`config.mk`:
```
export PLATFORM = sky130hd
export DESIGN_NAME = multiaddr_socket_extractor
export DESIGN_NICKNAME = d
export VERILOG_FILES = /design/src/mase_pkg.sv /design/src/multiaddr_socket_extractor.sv
export SDC_FILE = /design/constraint.sdc
export NUM_CORES = 1
export LEC_CHECK = 0
export BUFFER_PORTS_ARGS = -buffer_cell sky130_fd_sc_hd__buf_4
export CELL_PAD_IN_SITES_DETAIL_PLACEMENT = 1
export CELL_PAD_IN_SITES_GLOBAL_PLACEMENT = 2
export CORE_MARGIN = 2
export CORE_UTILIZATION = 46
export CTS_BUF_LIST = sky130_fd_sc_hd__clkbuf_4
export DETAILED_ROUTE_END_ITERATION = 8
export GPL_TIMING_DRIVEN = 0
export PLACE_DENSITY_LB_ADDON = 0.1
export SLEW_MARGIN = 0
export SYNTH_ARGS = -nofsm -noshare
export SYNTH_HDL_FRONTEND = slang
export SYNTH_SLANG_ARGS = --single-unit
```
`constraint.sdc`:
```
create_clock -name clk -period 44.8 [get_ports clk]
set_input_delay 2.24 -clock clk [delete_from_list [all_inputs] [get_ports clk]]
set_output_delay 2.24 -clock clk [all_outputs]
set_load 0.005 [all_outputs]
```
`src/mase_pkg.sv`:
```
// ============================================================================
// mase_pkg
// Shared types and constants for the multiaddr socket extractor.
// ============================================================================
package mase_pkg;

    localparam int LEN_BITS_DEFAULT = 16;

    localparam logic [1:0] STATUS_FOUND     = 2'd0;
    localparam logic [1:0] STATUS_MALFORMED = 2'd1;
    localparam logic [1:0] STATUS_NOT_FOUND = 2'd2;

    localparam logic [63:0] CODE_IP4  = 64'd4;
    localparam logic [63:0] CODE_IP6  = 64'd41;
    localparam logic [63:0] CODE_TCP  = 64'd6;
    localparam logic [63:0] CODE_UDP  = 64'd273;

    localparam logic [4:0] IP4_BYTES  = 5'd4;
    localparam logic [4:0] IP6_BYTES  = 5'd16;
    localparam logic [4:0] PORT_BYTES = 5'd2;

    localparam logic [3:0] VARINT_MAX_BYTES = 4'd10;

    typedef struct packed {
        logic [7:0] byte_in;
        logic       last;
    } in_t;

    typedef struct packed {
        logic [1:0]  status;
        logic        transport;
        logic        is_ipv6;
        logic [63:0] addr_high;
        logic [63:0] addr_low;
        logic [15:0] port;
    } out_t;

endpackage

```
`src/multiaddr_socket_extractor.sv`:
```
// ============================================================================
// multiaddr_socket_extractor
// Streaming parser that pulls an IP address and a transport port out of a
// binary multiaddr.
// ============================================================================
// Usage: one byte of the binary multiaddr arrives per transfer on the byte
// channel (byte_valid, byte_stall, byte_data), its last flag marking the
// final byte. Protocol codes are LEB128 varints; ip4/ip6 take their address
// bytes, tcp/udp their port, and any other code a varint length of skipped
// bytes. Once both an address and a port are held, one result with status
// found goes out on the socket channel (sock_valid, sock_stall, sock_data)
// and the rest of the bytes up to last are dropped. Otherwise one status
// result (malformed or not found) goes out at the last byte.
// Throughput: one byte per cycle while byte_stall is low. The result that a
// byte causes is registered in the result register, or in the skid register
// while sock_stall holds the result register. The two let a byte be taken
// while a result waits; byte_stall rises only when both are full. Reset
// clears the parse state and both output valid flags. After every last
// byte the parser returns to its reset state.
// ============================================================================
module multiaddr_socket_extractor #(
    parameter int LEN_BITS = mase_pkg::LEN_BITS_DEFAULT
) (
    input  logic           clk,
    input  logic           rst_n,
    input  logic           byte_valid,
    output logic           byte_stall,
    input  mase_pkg::in_t  byte_data,
    output logic           sock_valid,
    input  logic           sock_stall,
    output mase_pkg::out_t sock_data
);

    localparam logic [2:0] PH_CODE = 3'd0;
    localparam logic [2:0] PH_ADDR = 3'd1;
    localparam logic [2:0] PH_PORT = 3'd2;
    localparam logic [2:0] PH_LEN  = 3'd3;
    localparam logic [2:0] PH_SKIP = 3'd4;
    localparam logic [2:0] PH_DONE = 3'd5;
    localparam logic [2:0] PH_ERR  = 3'd6;

    logic [2:0]          phase_reg,         phase_next,  phase_mid;
    logic [63:0]         varint_acc_reg,    varint_acc_next;
    logic [3:0]          varint_count_reg,  varint_count_next;
    logic [4:0]          field_count_reg,   field_count_next;
    logic [LEN_BITS-1:0] skip_left_reg,     skip_left_next;
    logic [63:0]         addr_hi_reg,       addr_hi_next;
    logic [63:0]         addr_lo_reg,       addr_lo_next;
    logic                addr_v6_reg,       addr_v6_next;
    logic [15:0]         port_reg,          port_next;
    logic                transport_reg,     transport_next;
    logic                have_ip_reg,       have_ip_next;
    logic                have_port_reg,     have_port_next;
    logic                error_seen_reg,    error_seen_next;

    logic                sock_valid_reg;
    mase_pkg::out_t      sock_data_reg;
    logic                skid_valid_reg;
    mase_pkg::out_t      skid_data_reg;

    logic                byte_take;
    logic                sock_take;
    logic                out_free;
    logic [7:0]          b;
    logic [5:0]          shift_amt;
    logic [63:0]         acc_sum;
    logic [3:0]          count_inc;
    logic [4:0]          field_dec;
    logic [LEN_BITS-1:0] skip_dec;
    logic                found;
    logic                res_fire;
    mase_pkg::out_t      res;

    assign byte_stall = skid_valid_reg;
    assign byte_take  = byte_valid && !skid_valid_reg;
    assign sock_valid = sock_valid_reg;
    assign sock_data  = sock_data_reg;
    assign sock_take  = sock_valid_reg && !sock_stall;
    assign out_free   = !sock_valid_reg || !sock_stall;

    assign b         = byte_data.byte_in;
    assign shift_amt = (6'(varint_count_reg) << 3) - 6'(varint_count_reg);
    assign acc_sum   = varint_acc_reg | ({56'd0, 1'b0, b[6:0]} << shift_amt);
    assign count_inc = varint_count_reg + 4'd1;
    assign field_dec = field_count_reg - 5'd1;
    assign skip_dec  = skip_left_reg - LEN_BITS'(1);

    always_comb
    begin
        phase_mid         = phase_reg;
        varint_acc_next   = varint_acc_reg;
        varint_count_next = varint_count_reg;
        field_count_next  = field_count_reg;
        skip_left_next    = skip_left_reg;
        addr_hi_next      = addr_hi_reg;
        addr_lo_next      = addr_lo_reg;
        addr_v6_next      = addr_v6_reg;
        port_next         = port_reg;
        transport_next    = transport_reg;
        have_ip_next      = have_ip_reg;
        have_port_next    = have_port_reg;
        error_seen_next   = error_seen_reg;

        unique case (phase_reg)
            PH_CODE, PH_LEN:
            begin
                varint_acc_next   = acc_sum;
                varint_count_next = count_inc;
                if (b[7])
                begin
                    if (count_inc >= mase_pkg::VARINT_MAX_BYTES)
                    begin
                        error_seen_next = 1'b1;
                        phase_mid       = PH_ERR;
                    end
                end
                else
                begin
                    varint_acc_next   = '0;
                    varint_count_next = '0;
                    if (phase_reg == PH_CODE)
                    begin
                        if (acc_sum == mase_pkg::CODE_IP4 || acc_sum == mase_pkg::CODE_IP6)
                        begin
                            addr_hi_next     = '0;
                            addr_lo_next     = '0;
                            addr_v6_next     = (acc_sum == mase_pkg::CODE_IP6);
                            field_count_next = (acc_sum == mase_pkg::CODE_IP6) ?
                                               mase_pkg::IP6_BYTES : mase_pkg::IP4_BYTES;
                            phase_mid        = PH_ADDR;
                        end
                        else if (acc_sum == mase_pkg::CODE_TCP || acc_sum == mase_pkg::CODE_UDP)
                        begin
                            transport_next   = (acc_sum == mase_pkg::CODE_TCP);
                            field_count_next = mase_pkg::PORT_BYTES;
                            phase_mid        = PH_PORT;
                        end
                        else
                        begin
                            phase_mid = PH_LEN;
                        end
                    end
                    else if (|acc_sum[63:LEN_BITS])
                    begin
                        error_seen_next = 1'b1;
                        phase_mid       = PH_ERR;
                    end
                    else if (acc_sum == 64'd0)
                    begin
                        phase_mid = PH_CODE;
                    end
                    else
                    begin
                        skip_left_next = acc_sum[LEN_BITS-1:0];
                        phase_mid      = PH_SKIP;
                    end
                end
            end
            PH_ADDR:
            begin
                addr_hi_next     = {addr_hi_reg[55:0], addr_lo_reg[63:56]};
                addr_lo_next     = {addr_lo_reg[55:0], b};
                field_count_next = field_dec;
                if (field_dec == 5'd0)
                begin
                    have_ip_next = 1'b1;
                    phase_mid    = PH_CODE;
                end
            end
            PH_PORT:
            begin
                port_next        = {port_reg[7:0], b};
                field_count_next = field_dec;
                if (field_dec == 5'd0)
                begin
                    have_port_next = 1'b1;
                    phase_mid      = PH_CODE;
                end
            end
            PH_SKIP:
            begin
                skip_left_next = skip_dec;
                if (skip_dec == '0)
                begin
                    phase_mid = PH_CODE;
                end
            end
            default:
            begin
                phase_mid = phase_reg;
            end
        endcase

        found = (phase_mid == PH_CODE) && (varint_count_next == 4'd0) &&
                have_ip_next && have_port_next;

        res      = '0;
        res_fire = 1'b0;
        phase_next = found ? PH_DONE : phase_mid;

        if (found)
        begin
            res.status    = mase_pkg::STATUS_FOUND;
            res.transport = transport_next;
            res.is_ipv6   = addr_v6_next;
            res.addr_high = addr_hi_next;
            res.addr_low  = addr_lo_next;
            res.port      = port_next;
            res_fire      = 1'b1;
        end
        else if (byte_data.last && phase_mid != PH_DONE)
        begin
            res.status = (phase_mid == PH_CODE && varint_count_next == 4'd0 && !error_seen_next)
                         ? mase_pkg::STATUS_NOT_FOUND : mase_pkg::STATUS_MALFORMED;
            res_fire   = 1'b1;
        end

        if (byte_data.last)
        begin
            phase_next        = PH_CODE;
            varint_acc_next   = '0;
            varint_count_next = '0;
            field_count_next  = '0;
            skip_left_next    = '0;
            addr_hi_next      = '0;
            addr_lo_next      = '0;
            addr_v6_next      = 1'b0;
            port_next         = '0;
            transport_next    = 1'b0;
            have_ip_next      = 1'b0;
            have_port_next    = 1'b0;
            error_seen_next   = 1'b0;
        end
    end

    // parse state
    always_ff @(posedge clk or negedge rst_n)
    begin
        if (!rst_n)
        begin
            phase_reg        <= PH_CODE;
            varint_acc_reg   <= '0;
            varint_count_reg <= '0;
            field_count_reg  <= '0;
            skip_left_reg    <= '0;
            addr_hi_reg      <= '0;
            addr_lo_reg      <= '0;
            addr_v6_reg      <= 1'b0;
            port_reg         <= '0;
            transport_reg    <= 1'b0;
            have_ip_reg      <= 1'b0;
            have_port_reg    <= 1'b0;
            error_seen_reg   <= 1'b0;
        end
        else if (byte_take)
        begin
            phase_reg        <= phase_next;
            varint_acc_reg   <= varint_acc_next;
            varint_count_reg <= varint_count_next;
            field_count_reg  <= field_count_next;
            skip_left_reg    <= skip_left_next;
            addr_hi_reg      <= addr_hi_next;
            addr_lo_reg      <= addr_lo_next;
            addr_v6_reg      <= addr_v6_next;
            port_reg         <= port_next;
            transport_reg    <= transport_next;
            have_ip_reg      <= have_ip_next;
            have_port_reg    <= have_port_next;
            error_seen_reg   <= error_seen_next;
        end
    end

    // result register and skid stage
    always_ff @(posedge clk or negedge rst_n)
    begin
        if (!rst_n)
        begin
            sock_valid_reg <= 1'b0;
            skid_valid_reg <= 1'b0;
        end
        else if (skid_valid_reg)
        begin
            if (out_free)
            begin
                sock_valid_reg <= 1'b1;
                skid_valid_reg <= 1'b0;
            end
        end
        else if (byte_take && res_fire)
        begin
            if (out_free)
            begin
                sock_valid_reg <= 1'b1;
            end
            else
            begin
                skid_valid_reg <= 1'b1;
            end
        end
        else if (sock_take)
        begin
            sock_valid_reg <= 1'b0;
        end
    end

    always_ff @(posedge clk)
    begin
        if (skid_valid_reg)
        begin
            if (out_free)
            begin
                sock_data_reg <= skid_data_reg;
            end
        end
        else if (byte_take && res_fire)
        begin
            if (out_free)
            begin
                sock_data_reg <= res;
            end
            else
            begin
                skid_data_reg <= res;
            end
        end
    end

    // checks
    a_skid_behind_out: assert property (@(posedge clk) disable iff (!rst_n)
        skid_valid_reg |-> sock_valid_reg)
        else $error("skid stage full while result register empty");

    a_done_has_both: assert property (@(posedge clk) disable iff (!rst_n)
        (phase_reg == PH_DONE) |-> (have_ip_reg && have_port_reg))
        else $error("done phase without address and port");

    a_varint_bound: assert property (@(posedge clk) disable iff (!rst_n)
        (phase_reg == PH_CODE || phase_reg == PH_LEN) |->
        (varint_count_reg < mase_pkg::VARINT_MAX_BYTES))
        else $error("varint byte count past limit");

    a_fail_fields_zero: assert property (@(posedge clk) disable iff (!rst_n)
        (sock_valid_reg && sock_data_reg.status != mase_pkg::STATUS_FOUND) |->
        (sock_data_reg.port == 16'd0 && sock_data_reg.addr_low == 64'd0 &&
         sock_data_reg.addr_high == 64'd0 && !sock_data_reg.is_ipv6 &&
         !sock_data_reg.transport))
        else $error("failure result carries socket fields");

endmodule
```
==> results of run 1 <==
[stage by stage]
step / setup slack, ns / utilization / std cells / total power [mW]
after CTS: 36.01 / 0.543 / 3329 / 1.48
final: 35.93 / 0.543 / 3330 / 1.47
after detailed placement: 35.50 / 0.506 / 3061 / 1.01
after floorplan: 28.03 / - / 2182 / 0.853
after global placement: 22.85 / 0.500 / 3044 / 1.01
after global routing: 35.60 / 0.543 / 3330 / 1.55
[tightest hold or removal path: cells and delay by family, from the launching register on]
family             cells  cell delay [ns]
DFF                    1             0.35
AOI/OAI and AO/OA      1             0.06
and+or+nand+nor        1             0.05
[cell usage in the layout, fill, tap and decap left out, types with 23 or more instances in the layout]
cell type	count
a22oi_1	131
a22o_1	154
clkbuf_4	239
clkbuf_1	140
o21ai_0	65
nand2_1	209
inv_1	23
o31ai_2	124
nor3_1	28
o31ai_1	30
a21oi_1	104
dfrtp_1	243
buf_4	158
edfxtp_1	296
nor2_1	278
mux2i_1	24
[cell usage after synthesis (all sizes together), types with 5 or more instances]
cell / count
nor2: 278
nand2: 209
a32oi: 5
inv: 23
o21ai: 68
edfxtp: 296
buf: 47
mux2i: 24
o31a: 6
or2: 8
a22oi: 131
nor2b: 15
o31ai: 155
o41ai: 7
nand3: 16
or4: 11
dfrtp: 243
clkbuf: 140
a21o: 7
nand3b: 8
o22ai: 15
nor4b: 6
xnor2: 8
o21a: 5
ha: 8
or3: 11
nor3: 28
and2: 10
a21oi: 105
a22o: 154
a211oi: 7
nor4: 15
a2111oi: 5
nand4: 8
mux2: 7
a31oi: 13
nand2b: 12
[layer usage]
layer | vias up | wire (microns)
met5 | - | 0
met4 | 0 | 2280
met3 | 149 | 3810
met2 | 562 | 38500
met1 | 10055 | 33600
li1 | 9017 | -
[power groups by stage]
stage	logic, mW	clock network, mW	registers [mW]
4_1_cts	0.423	0.479	0.579
5_1_grt	0.459	0.506	0.582
3_3_place_gp	0.409	0	0.598
2_1_floorplan	0.263	0	0.590
6_report	0.426	0.467	0.579
3_5_place_dp	0.421	0	0.589
[final cells by class]
cell class	instances	share of cell area
multi-input combinational	1433	0.318
buffer	187	0.0287
clock inverter	29	0.00648
tap	704	0.0296
antenna	1	0.0000842
sequential	539	0.504
inverter	23	0.00290
timing repair buffer	175	0.0504
clock buffer	239	0.0604
[worst max path at each step]
stage	start	to	slack (ns)	depth (start not counted)
finish	varint_count_reg[1]	skid_data_reg[66]	35.93	22
global route	varint_count_reg[1]	skid_data_reg[64]	35.60	22
floorplan	byte_data[4]	sock_data[0]	28.03	10
detailed placement	byte_data[1]	skid_data_reg[66]	35.50	18
CTS	varint_count_reg[1]	skid_data_reg[82]	36.01	22
global placement	byte_data[1]	sock_data[59]	22.85	10
[kinds of logic after synthesis]
kind of cell | count (synthesis) | share of synthesized area
mux | 33 | 0.0144
buf+inv | 210 | 0.0371
flops | 539 | 0.591
fa+ha+maj | 8 | 0.00395
xor+xnor | 12 | 0.00415
simple gates | 657 | 0.116
compound gates | 723 | 0.233
==> results.txt, run 1 <==
----------------------------------------------------
[Outcome]
  Status ... finished, violations left
  Violated checks ... max-capacitance violations

[Finish]
  FF+latch area ... 15000 sq um
  Area of combinational cells with multiple inputs ... 9450 sq um
  Cell area after layout ... 29700 sq um
  Share of final-layout standard cells stronger than drive strength 1 ... 0.238
  Count of nets after finishing ... between 2000 and 3000
  Fill cell count ... about 6000
  Area Overhead vs Synth ... 17.3%

[Place]
  Gp weighted congestion ... 0.911
  Cell Area, Placed ... between 20000 and 30000 sq um
  Detailed placer's ending HPWL ... 55500 microns
  Count of input and output buffers ... 158

[Critical path]
  CP bufs+invs ... 12
  Worst setup path class ... register to register
  Slowest cell delay on critical path ... 0.86 ns
  Critical R2R Launch ... varint_count_reg[1]
  CP top delay family ... compound AO/OA/AOI/OAI gates
  Path depth of the worst reg2reg path ... 22
  Critical Path Fanout Max ... 21
  Type of origin of the critical path ... register
  Cells along the critical path ... buf_2 > buf_1 > inv_1 > ha_1 > buf_2 > mux2i_1 > a2bb2oi_1 > o22ai_1 > a2111oi_1 > nand3_1 > o41a_1 > nand2b_1 > or4_1 > buf_2 > buf_6 > buf_6 > a211oi_4 > buf_8 > buf_8 > buf_8 > buf_8 > buf_8
  Cell at the slowest stage of the critical path ... a2111oi_1
  Most Frequent Cell on Critical Path ... buf_8
  Capturing point of the worst reg2reg path ... skid_data_reg[66]
  Critical path capture point type ... register
  Register-to-register setup slack ... 35.93 ns
  Required arrival time at the worst endpoint ... 45.45 ns
  Data arrival time at the worst-slack endpoint ... 9.52 ns

[Global routing]
  Global-route wire length before repair ... 120000 microns
  GRT Resource Usage Total ... 0.275
  Met2 Track Usage GR ... 0.456
  Met1 track demand over resource ... 0.356
  Grt met3 use ... 0.0537
  Largest net degree at the start of global routing ... approximately 110
  Final global-route overflow total ... 0
  Antenna violations before repair ... 1
  Global routing's busiest layer ... met2
  Vias in the first global route ... around 21000

[Drt]
  Via density ... approximately 6
  First drt pass iteration count ... 6
  DRC violation count after routing ... 0
  Total length of routed wires ... 78200 microns
  Routed Antenna Nets ... 0
  Vias after detailed routing ... 19783
  Number of DRC violations after detailed-routing iteration 0 ... 1367
  Routed length per placed instance ... approximately 23 microns

[Clock network]
  Post-CTS setup buffer count ... 0
  Deepest level of the CTS H-tree ... 4
  Buffers from clock root to sink, at most ... 3
  Cell at the root of the clock tree ... clkbuf_4
  Clock slew at reported path FFs ... 0.06 ns
  Skew-Pair Late Insertion Delay ... 0.98 ns
  Post-cts resize count ... 0
  TritonCTS Sinks ... 539
  CTS Hold Bufs ... 0
  TritonCTS clock tree ... done
  Number of buffers created by CTS ... between 100 and 150

[Yosys]
  Synth area leaders ... edfxtp_1 (35%), dfrtp_1 (24%), o31ai_2 (6.1%)
  Dominant register cell in the synthesized netlist ... edfxtp_1
  Share of flip-flops with an asynchronous set or reset ... 0.451
  Cell taking the most area after synthesis ... edfxtp_1
  Net count of the mapped netlist ... 2203
  Syn_area_per_cell ... 11.6 sq um
  Distinct cell type count after synthesis ... 85
  Summed instance area of the synthesized netlist ... 25300 sq um
  Synthesis warning total ... 0
  Sequential cell area fraction in the yosys report ... 0.591
  Register bit total from synthesis ... about 540
  EDFF count, synth ... 296
  Area share of the largest cell type after synthesis ... 0.351
  Cells after Synth ... 2182

[Floorplanning]
  Area enclosed by the die boundary ... 57000 sq um
  I/O Pins ... 163
  Area of the core ... about 55000 sq um
  Number of rows created at floorplan ... 86
  Chip Width ... about 240 microns
  Vert. Die Dim ... 239 microns
  Initial Util ... 0.463

[Min path]
  Worst-case hold path end point ... transport_reg
  Worst hold stages ... 2
  Worst hold path startpoint ... transport_reg
  HP Class ... register to register

[Pwr]
  Sw Pwr ... 0.533 mW
  Cell internal pwr ... 0.939 mW
  Fraction of power consumed by sequential logic ... 0.393
  Part of the power in combinational logic ... 0.289
  Share of power burned in the clock network ... 0.317
  P_leak ... 11.3 nW
  Pwr/cell area ... 49.5 nW/um^2
  Peak ir drop on the vdd network ... 0.0231 mV
  Switching Share ... 0.362

[Run]
  Max_cap viols ... 1

[Timing]
  Actual slew at the worst max-slew pin ... 1.47 ns
  Setup_tns ... 0 ns
  Final hold violation count ... 0
  Final Max Slew Viols ... 0
  Clock skew after layout ... 0.0531 ns
  Final number of setup-violating endpoints ... 0
  RSZ-0062 raised after global routing ... no
  Max Clock Freq ... 113 MHz
  Final hold slack ... 0.496 ns
  Min Tclk post-route ... 8.87 ns
  Share of the clock period used by the worst path after layout ... 0.198
  Headroom to the max-slew limit ... 0.0157

----------------------------------------------------
No activity file was read; power rests on OpenSTA's default activity.
==> run 2, diff against run 1 <==
Settings changed: CORE_UTILIZATION 46 to 39.
Clock period 44.8 ns to 7.55 ns, I/O delays scaled along.
==> results.txt, run 2 (same netlist as run 1, synthesis figures left out) <==
----------------------------------------------------
[Run]
  Max_cap viols ... 0 (was 1)

[Drt]
  Highest metal used ... met4 (unchanged)
  First drt pass iteration count ... 6 (unchanged)
  Met2 wirelength from detailed routing ... 38700 microns (was 38500 microns)
  Routed length per placed instance ... 22.8 microns (was 23.5 microns)
  Routed metal-1 wirelength ... 35700 microns (was 33600 microns)
  Routed Antenna Nets ... 0 (unchanged)
  DRC violation count after routing ... 0 (unchanged)
  Via density ... 5.65 (was 5.94)
  Total length of routed wires ... 79900 microns (was 78200 microns)
  Vias after detailed routing ... 19830 (was 19783)
  Met3 WL post-DR ... 3530 microns (was 3810 microns)
  Number of DRC violations after detailed-routing iteration 0 ... 1415 (was 1367)

[Floorplanning]
  Chip Width ... 259 microns (was 239 microns)
  Number of rows created at floorplan ... 93 (was 86)
  Initial Util ... 0.394 (was 0.463)
  I/O Pins ... 163 (unchanged)
  Area of the core ... 64300 sq um (was 54800 sq um)
  Area enclosed by the die boundary ... 67000 sq um (was 57000 sq um)
  Vert. Die Dim ... 259 microns (was 239 microns)

[Clock network]
  TritonCTS clock tree ... done (unchanged)
  Clock slew at reported path FFs ... 0.06 ns (about the same)
  Buffers from clock root to sink, at most ... 3 (unchanged)
  Skew-Pair Late Insertion Delay ... 0.97 ns (was 0.98 ns)
  Cell at the root of the clock tree ... clkbuf_4 (unchanged)
  TritonCTS Sinks ... 539 (unchanged)
  Deepest level of the CTS H-tree ... 4 (unchanged)
  Number of buffers created by CTS ... 152 (was 145)

[Place]
  Gp weighted congestion ... 0.886 (was 0.911)
  Count of input and output buffers ... 158 (unchanged)
  Detailed placer's ending HPWL ... 57300 microns (was 55500 microns)

[Finish]
  Core Util, Final ... 0.470 (was 0.543)
  Most common cell after layout, fill and taps aside ... edfxtp_1 (unchanged)
  Area Overhead vs Synth ... 19.4% (was 17.3%)
  Share of final-layout standard cells stronger than drive strength 1 ... 0.244 (was 0.238)
  Count of nets after finishing ... 2550 (was 2525)
  Top library cells by usage in the layout, fill and taps aside ... edfxtp_1 (296), nor2_1 (278), dfrtp_1 (243), clkbuf_4 (241), nand2_1 (209) (was edfxtp_1 (296), nor2_1 (278), dfrtp_1 (243), clkbuf_4 (239), nand2_1 (209))

[Global routing]
  GRT Resource Usage Total ... 0.239 (was 0.275)
  Antenna violations before repair ... 1 (unchanged)
  Final global-route overflow total ... 0 (unchanged)
  Vias in the first global route ... 20707 (was 20625)
  Global-route wire length before repair ... 123000 microns (was 120000 microns)
  Largest net degree at the start of global routing ... 100 (was 107)

[Min path]
  HP Class ... primary input to register (was register to register)
  Worst hold stages ... 2 (unchanged)

[Timing]
  Actual slew at the worst max-slew pin ... 1.30 ns (was 1.47 ns)
  Clock skew after layout ... 0.0481 ns (was 0.0531 ns)
  Final Max Slew Viols ... 0 (unchanged)
  Min Tclk post-route ... 7.07 ns (was 8.87 ns)
  Share of the clock period used by the worst path after layout ... 0.936 (was 0.198)
  Max Clock Freq ... 141 MHz (was 113 MHz)
  Final number of setup-violating endpoints ... 0 (unchanged)
  RSZ-0062 raised after global routing ... no (unchanged)
  Headroom to the max-slew limit ... 0.124 (was 0.0157)
  Final hold violation count ... 0 (unchanged)

[Outcome]
  Status ... finished clean (was finished, violations left)

[Pwr]
  P_leak ... 11.5 nW (was 11.3 nW)
  Pwr/cell area ... 291 nW/um^2 (was 49.5 nW/um^2)
  Overall Power ... 8.82 mW (was 1.47 mW)
  Peak ir drop on the vdd network ... 0.121 mV (was 0.0231 mV)

[Critical path]
  Type of origin of the critical path ... register (unchanged)
  Critical Path Fanout Max ... 22 (was 21)
  Critical path capture point type ... register (unchanged)
  Path depth of the worst reg2reg path ... 18 (was 22)
  Required arrival time at the worst endpoint ... 8.20 ns (was 45.45 ns)
  Data arrival time at the worst-slack endpoint ... 7.72 ns (was 9.52 ns)
  Worst setup path class ... register to register (unchanged)

----------------------------------------------------
[run 2: final cells by class]
type                            count  area, sq um
Fill cell                        6974        34100
Sequential cell                   539        15000
Multi-Input combinational cell   1433         9510
Clock buffer                      241         1810
Timing Repair Buffer              193         1700
Tap cell                          855         1070
Buffer                            187          885
Clock inverter                     37          211
Inverter                           23         92.6
Antenna cell                        1         2.50
[run 2: routing by layer]
metal | vias up | global-route usage
li1 | 9061 | -
met1 | 10144 | 0.319
met2 | 488 | 0.391
met3 | 137 | 0.0456
met4 | 0 | 0.0837
met5 | - | 0
[run 2: per-stage QoR]
step,hold slack [ns],TNS (ns),area (sq um),std cells,setup slack [ns]
6_report,0.137,0,30300,3509,0.480
5_1_grt,0.0713,0,30300,3509,0.117
4_1_cts,0.0153,0,30200,3503,0.226
3_5_place_dp,0.350,-0.903,28000,3213,-0.0468
3_3_place_gp,0.458,-1059.24,27700,3195,-4.20
2_1_floorplan,0.0819,-154.14,25400,2182,-0.825
[run 2: worst paths after layout]
kind / start / end / slack (ns)
min: byte_data[1] / addr_lo_reg[0] / 0.14
max: varint_count_reg[0] / sock_data[54] / 0.48
max reg2reg: varint_count_reg[0] / sock_data[54] / 0.48
max in group asynchronous: rst_n / addr_lo_reg[62] / 6.37
min in group asynchronous: rst_n / skip_left_reg[6] / 0.55
min reg2reg: addr_v6_reg / addr_v6_reg / 0.49
[run 2: worst max-delay path: stages, from the launching register on]
cell and delay, ns:
dfrtp_1 0.42, buf_6 0.20, clkinvlp_4 0.23, ha_4 0.38, buf_6 0.17, mux2i_4 0.32
a2bb2oi_1 0.58, o22ai_1 0.51, a2111oi_2 0.61, nand3_1 0.36, o31ai_1 0.41, nand4_1 0.18
o311a_1 0.45, a211oi_4 0.80, buf_8 0.28, buf_16 0.17, buf_8 0.19, buf_8 0.22
buf_8 0.21
[run 2: timing repair]
item	CTS	global route
setup endpoints to repair	20	48
pin swaps	0	1
gates resized for setup	1	1
hold buffers	12	0
buffers inserted	0	5
endpoints found under the hold margin	287	0
[run 2: power breakdown]
group          switching (mW)  leakage, nW  internal, mW
combinational            1.77         4.07         0.804
sequential              0.131         6.18          3.30
clock                    1.29         1.22          1.52
total                    3.19         11.5          5.62
==> run 3, diff against run 2 <==
Settings changed: BUFFER_PORTS_ARGS -buffer_cell sky130_fd_sc_hd__buf_4 to default, CORE_UTILIZATION 39 to 45, DONT_BUFFER_PORTS from default to 1.
Clock period 7.55 ns to 6.8 ns, I/O delays scaled along.
==> results.txt, run 3 (same netlist as run 1, synthesis figures left out) <==
----------------------------------------------------
[Clock network]
  Deepest level of the CTS H-tree ... 4 (unchanged)
  Clock slew at reported path FFs ... 0.07 ns (was 0.06 ns)
  Buffers from clock root to sink, at most ... 3 (unchanged)
  TritonCTS clock tree ... done (unchanged)
  Cell at the root of the clock tree ... clkbuf_4 (unchanged)
  Number of buffers created by CTS ... 150 (was 152)
  Skew-Pair Late Insertion Delay ... 0.97 ns (about the same)
  TritonCTS Sinks ... 539 (unchanged)

[Floorplanning]
  Area enclosed by the die boundary ... 58200 sq um (was 67000 sq um)
  Area of the core ... 55400 sq um (was 64300 sq um)
  Number of rows created at floorplan ... 86 (was 93)
  Initial Util ... 0.457 (was 0.394)
  Chip Width ... 241 microns (was 259 microns)
  Vert. Die Dim ... 241 microns (was 259 microns)
  I/O Pins ... 163 (unchanged)

[Finish]
  Area Overhead vs Synth ... 14.3% (was 19.4%)
  Share of final-layout standard cells stronger than drive strength 1 ... 0.200 (was 0.244)
  Top library cells by usage in the layout, fill and taps aside ... edfxtp_1 (296), nor2_1 (278), dfrtp_1 (243), clkbuf_4 (232), nand2_1 (209) (was edfxtp_1 (296), nor2_1 (278), dfrtp_1 (243), clkbuf_4 (241), nand2_1 (209))
  Cell area after layout ... 29000 sq um (was 30300 sq um)
  Count of nets after finishing ... 2390 (was 2550)
  Most common cell after layout, fill and taps aside ... edfxtp_1 (unchanged)

[Critical path]
  Critical Path Fanout Max ... 19 (was 22)
  Required arrival time at the worst endpoint ... 7.41 ns (was 8.20 ns)
  Data arrival time at the worst-slack endpoint ... 7.28 ns (was 7.72 ns)
  Critical path capture point type ... register (unchanged)
  Worst setup path class ... register to register (unchanged)
  Type of origin of the critical path ... register (unchanged)

[Drt]
  Met3 WL post-DR ... 3760 microns (was 3530 microns)
  DRC violation count after routing ... 0 (unchanged)
  Number of DRC violations after detailed-routing iteration 0 ... 1252 (was 1415)
  Routed metal-1 wirelength ... 33800 microns (was 35700 microns)
  Total length of routed wires ... 77300 microns (was 79900 microns)
  Highest metal used ... met4 (unchanged)
  Met2 wirelength from detailed routing ... 37400 microns (was 38700 microns)
  Routed length per placed instance ... 23.8 microns (was 22.8 microns)
  Via density ... 5.91 (was 5.65)
  First drt pass iteration count ... 6 (unchanged)
  Routed Antenna Nets ... 0 (unchanged)
  Vias after detailed routing ... 19166 (was 19830)

[Outcome]
  Status ... finished clean (unchanged)

[Pwr]
  Peak ir drop on the vdd network ... 0.161 mV (was 0.121 mV)
  P_leak ... 10.7 nW (was 11.5 nW)
  Pwr/cell area ... 333 nW/um^2 (was 291 nW/um^2)

[Timing]
  Final number of setup-violating endpoints ... 0 (unchanged)
  Max Clock Freq ... 150 MHz (was 141 MHz)
  Final hold slack ... 0.150 ns (was 0.137 ns)
  Headroom to the max-slew limit ... 0.208 (was 0.124)
  Final hold violation count ... 0 (unchanged)
  Clock skew after layout ... 0.0600 ns (was 0.0481 ns)
  RSZ-0062 raised after global routing ... no (unchanged)
  Final Max Slew Viols ... 0 (unchanged)
  Min Tclk post-route ... 6.67 ns (was 7.07 ns)
  Share of the clock period used by the worst path after layout ... 0.981 (was 0.936)
  Actual slew at the worst max-slew pin ... 1.17 ns (was 1.30 ns)

[Min path]
  HP Class ... primary input to register (unchanged)

[Global routing]
  Global-route wire length before repair ... 119000 microns (was 123000 microns)
  GRT Resource Usage Total ... 0.269 (was 0.239)
  Largest net degree at the start of global routing ... 244 (was 100)
  Final global-route overflow total ... 0 (unchanged)
  Vias in the first global route ... 20192 (was 20707)
  Antenna violations before repair ... 1 (unchanged)

[Run]
  Max_cap viols ... 0 (unchanged)

[Place]
  Gp weighted congestion ... 0.916 (was 0.886)
  Detailed placer's ending HPWL ... 54100 microns (was 57300 microns)
  Cell Area, Placed ... 26600 sq um (was 28000 sq um)
  Count of input and output buffers ... 0 (was 158)

----------------------------------------------------
[run 3: cell count changes in the layout (fill, tap and decap cells not counted), sizes merged]
| cell | change |
|---|---|
| buf | -164 |
| clkinv | +10 |
| clkbuf | -8 |
| dlygate4sd3 | +4 |
| inv | -4 |
| a211oi | +1 |
| bufinv | -1 |
| clkinvlp | +1 |
[run 3: final cells by class]
| cell class | count | area (sq um) |
|---|---|---|
| clock inverter | 43 | 226 |
| buffer | 187 | 888 |
| tap | 748 | 936 |
| inverter | 23 | 92.6 |
| multi-input combinational | 1434 | 9640 |
| clock buffer | 232 | 1740 |
| timing repair buffer | 34 | 468 |
| fill | 5897 | 26500 |
| antenna | 1 | 2.50 |
| sequential | 539 | 15000 |
[run 3: power breakdown]
group	switching (mW)	total (mW)	leakage (nW)	internal, mW
Sequential	0.164	3.84	6.16	3.67
Combinational	1.97	2.80	3.34	0.833
Clock	1.42	3.02	1.19	1.60
Total	3.55	9.65	10.7	6.10
[run 3: per-layer routing]
metal  track usage  vias to the layer above
met1         0.354                     9768
met3        0.0616                      132
met4         0.105                        0
met5             0                        -
met2         0.434                      491
li1              -                     8775
[run 3: critical path, stage by stage (launching register included)]
cell,delay (ns)
dfrtp_1,0.42
buf_6,0.20
clkinvlp_4,0.22
ha_4,0.37
buf_6,0.16
mux4_2,0.39
a221o_1,0.59
a221o_1,0.46
o41ai_2,0.29
nand4_2,0.36
o41a_1,0.59
nand2b_4,0.18
or4_4,0.44
buf_6,0.15
buf_6,0.17
buf_8,0.17
a211oi_4,0.27
buf_8,0.25
buf_16,0.19
buf_8,0.20
buf_8,0.22
[run 3: through the flow]
stage,std cells,utilization,total power [mW],setup WS [ns],setup TNS (ns)
6_report,3241,0.523,9.65,0.131,0
5_1_grt,3241,0.523,10.2,0.00502,0
3_3_place_gp,2930,0.476,6.49,-4.91,-1289.15
3_5_place_dp,2946,0.481,6.55,-0.847,-127.15
2_1_floorplan,2182,-,5.64,-1.58,-376.14
4_1_cts,3238,0.521,9.68,0.0310,0
[run 3: final timing paths]
kind,from,endpoint,slack (ns),cells past startpoint
setup reg to reg,varint_count_reg[0],skid_data_reg[59],0.13,20
max in group asynchronous,rst_n,addr_hi_reg[19],5.03,4
hold reg to reg,addr_v6_reg,addr_v6_reg,0.48,2
min in group asynchronous,rst_n,sock_valid,0.47,3
hold / removal,byte_data[3],varint_acc_reg[33],0.15,4
setup / recovery,varint_count_reg[0],skid_data_reg[59],0.13,20
[run 3: repair_timing]
action	in CTS	in global routing
buffers inserted	1	0
pin swaps	2	0
hold buffers	15	1
setup endpoints to repair	310	175
resized for setup	8	19
cloned	1	0
endpoints found under the hold margin	381	79
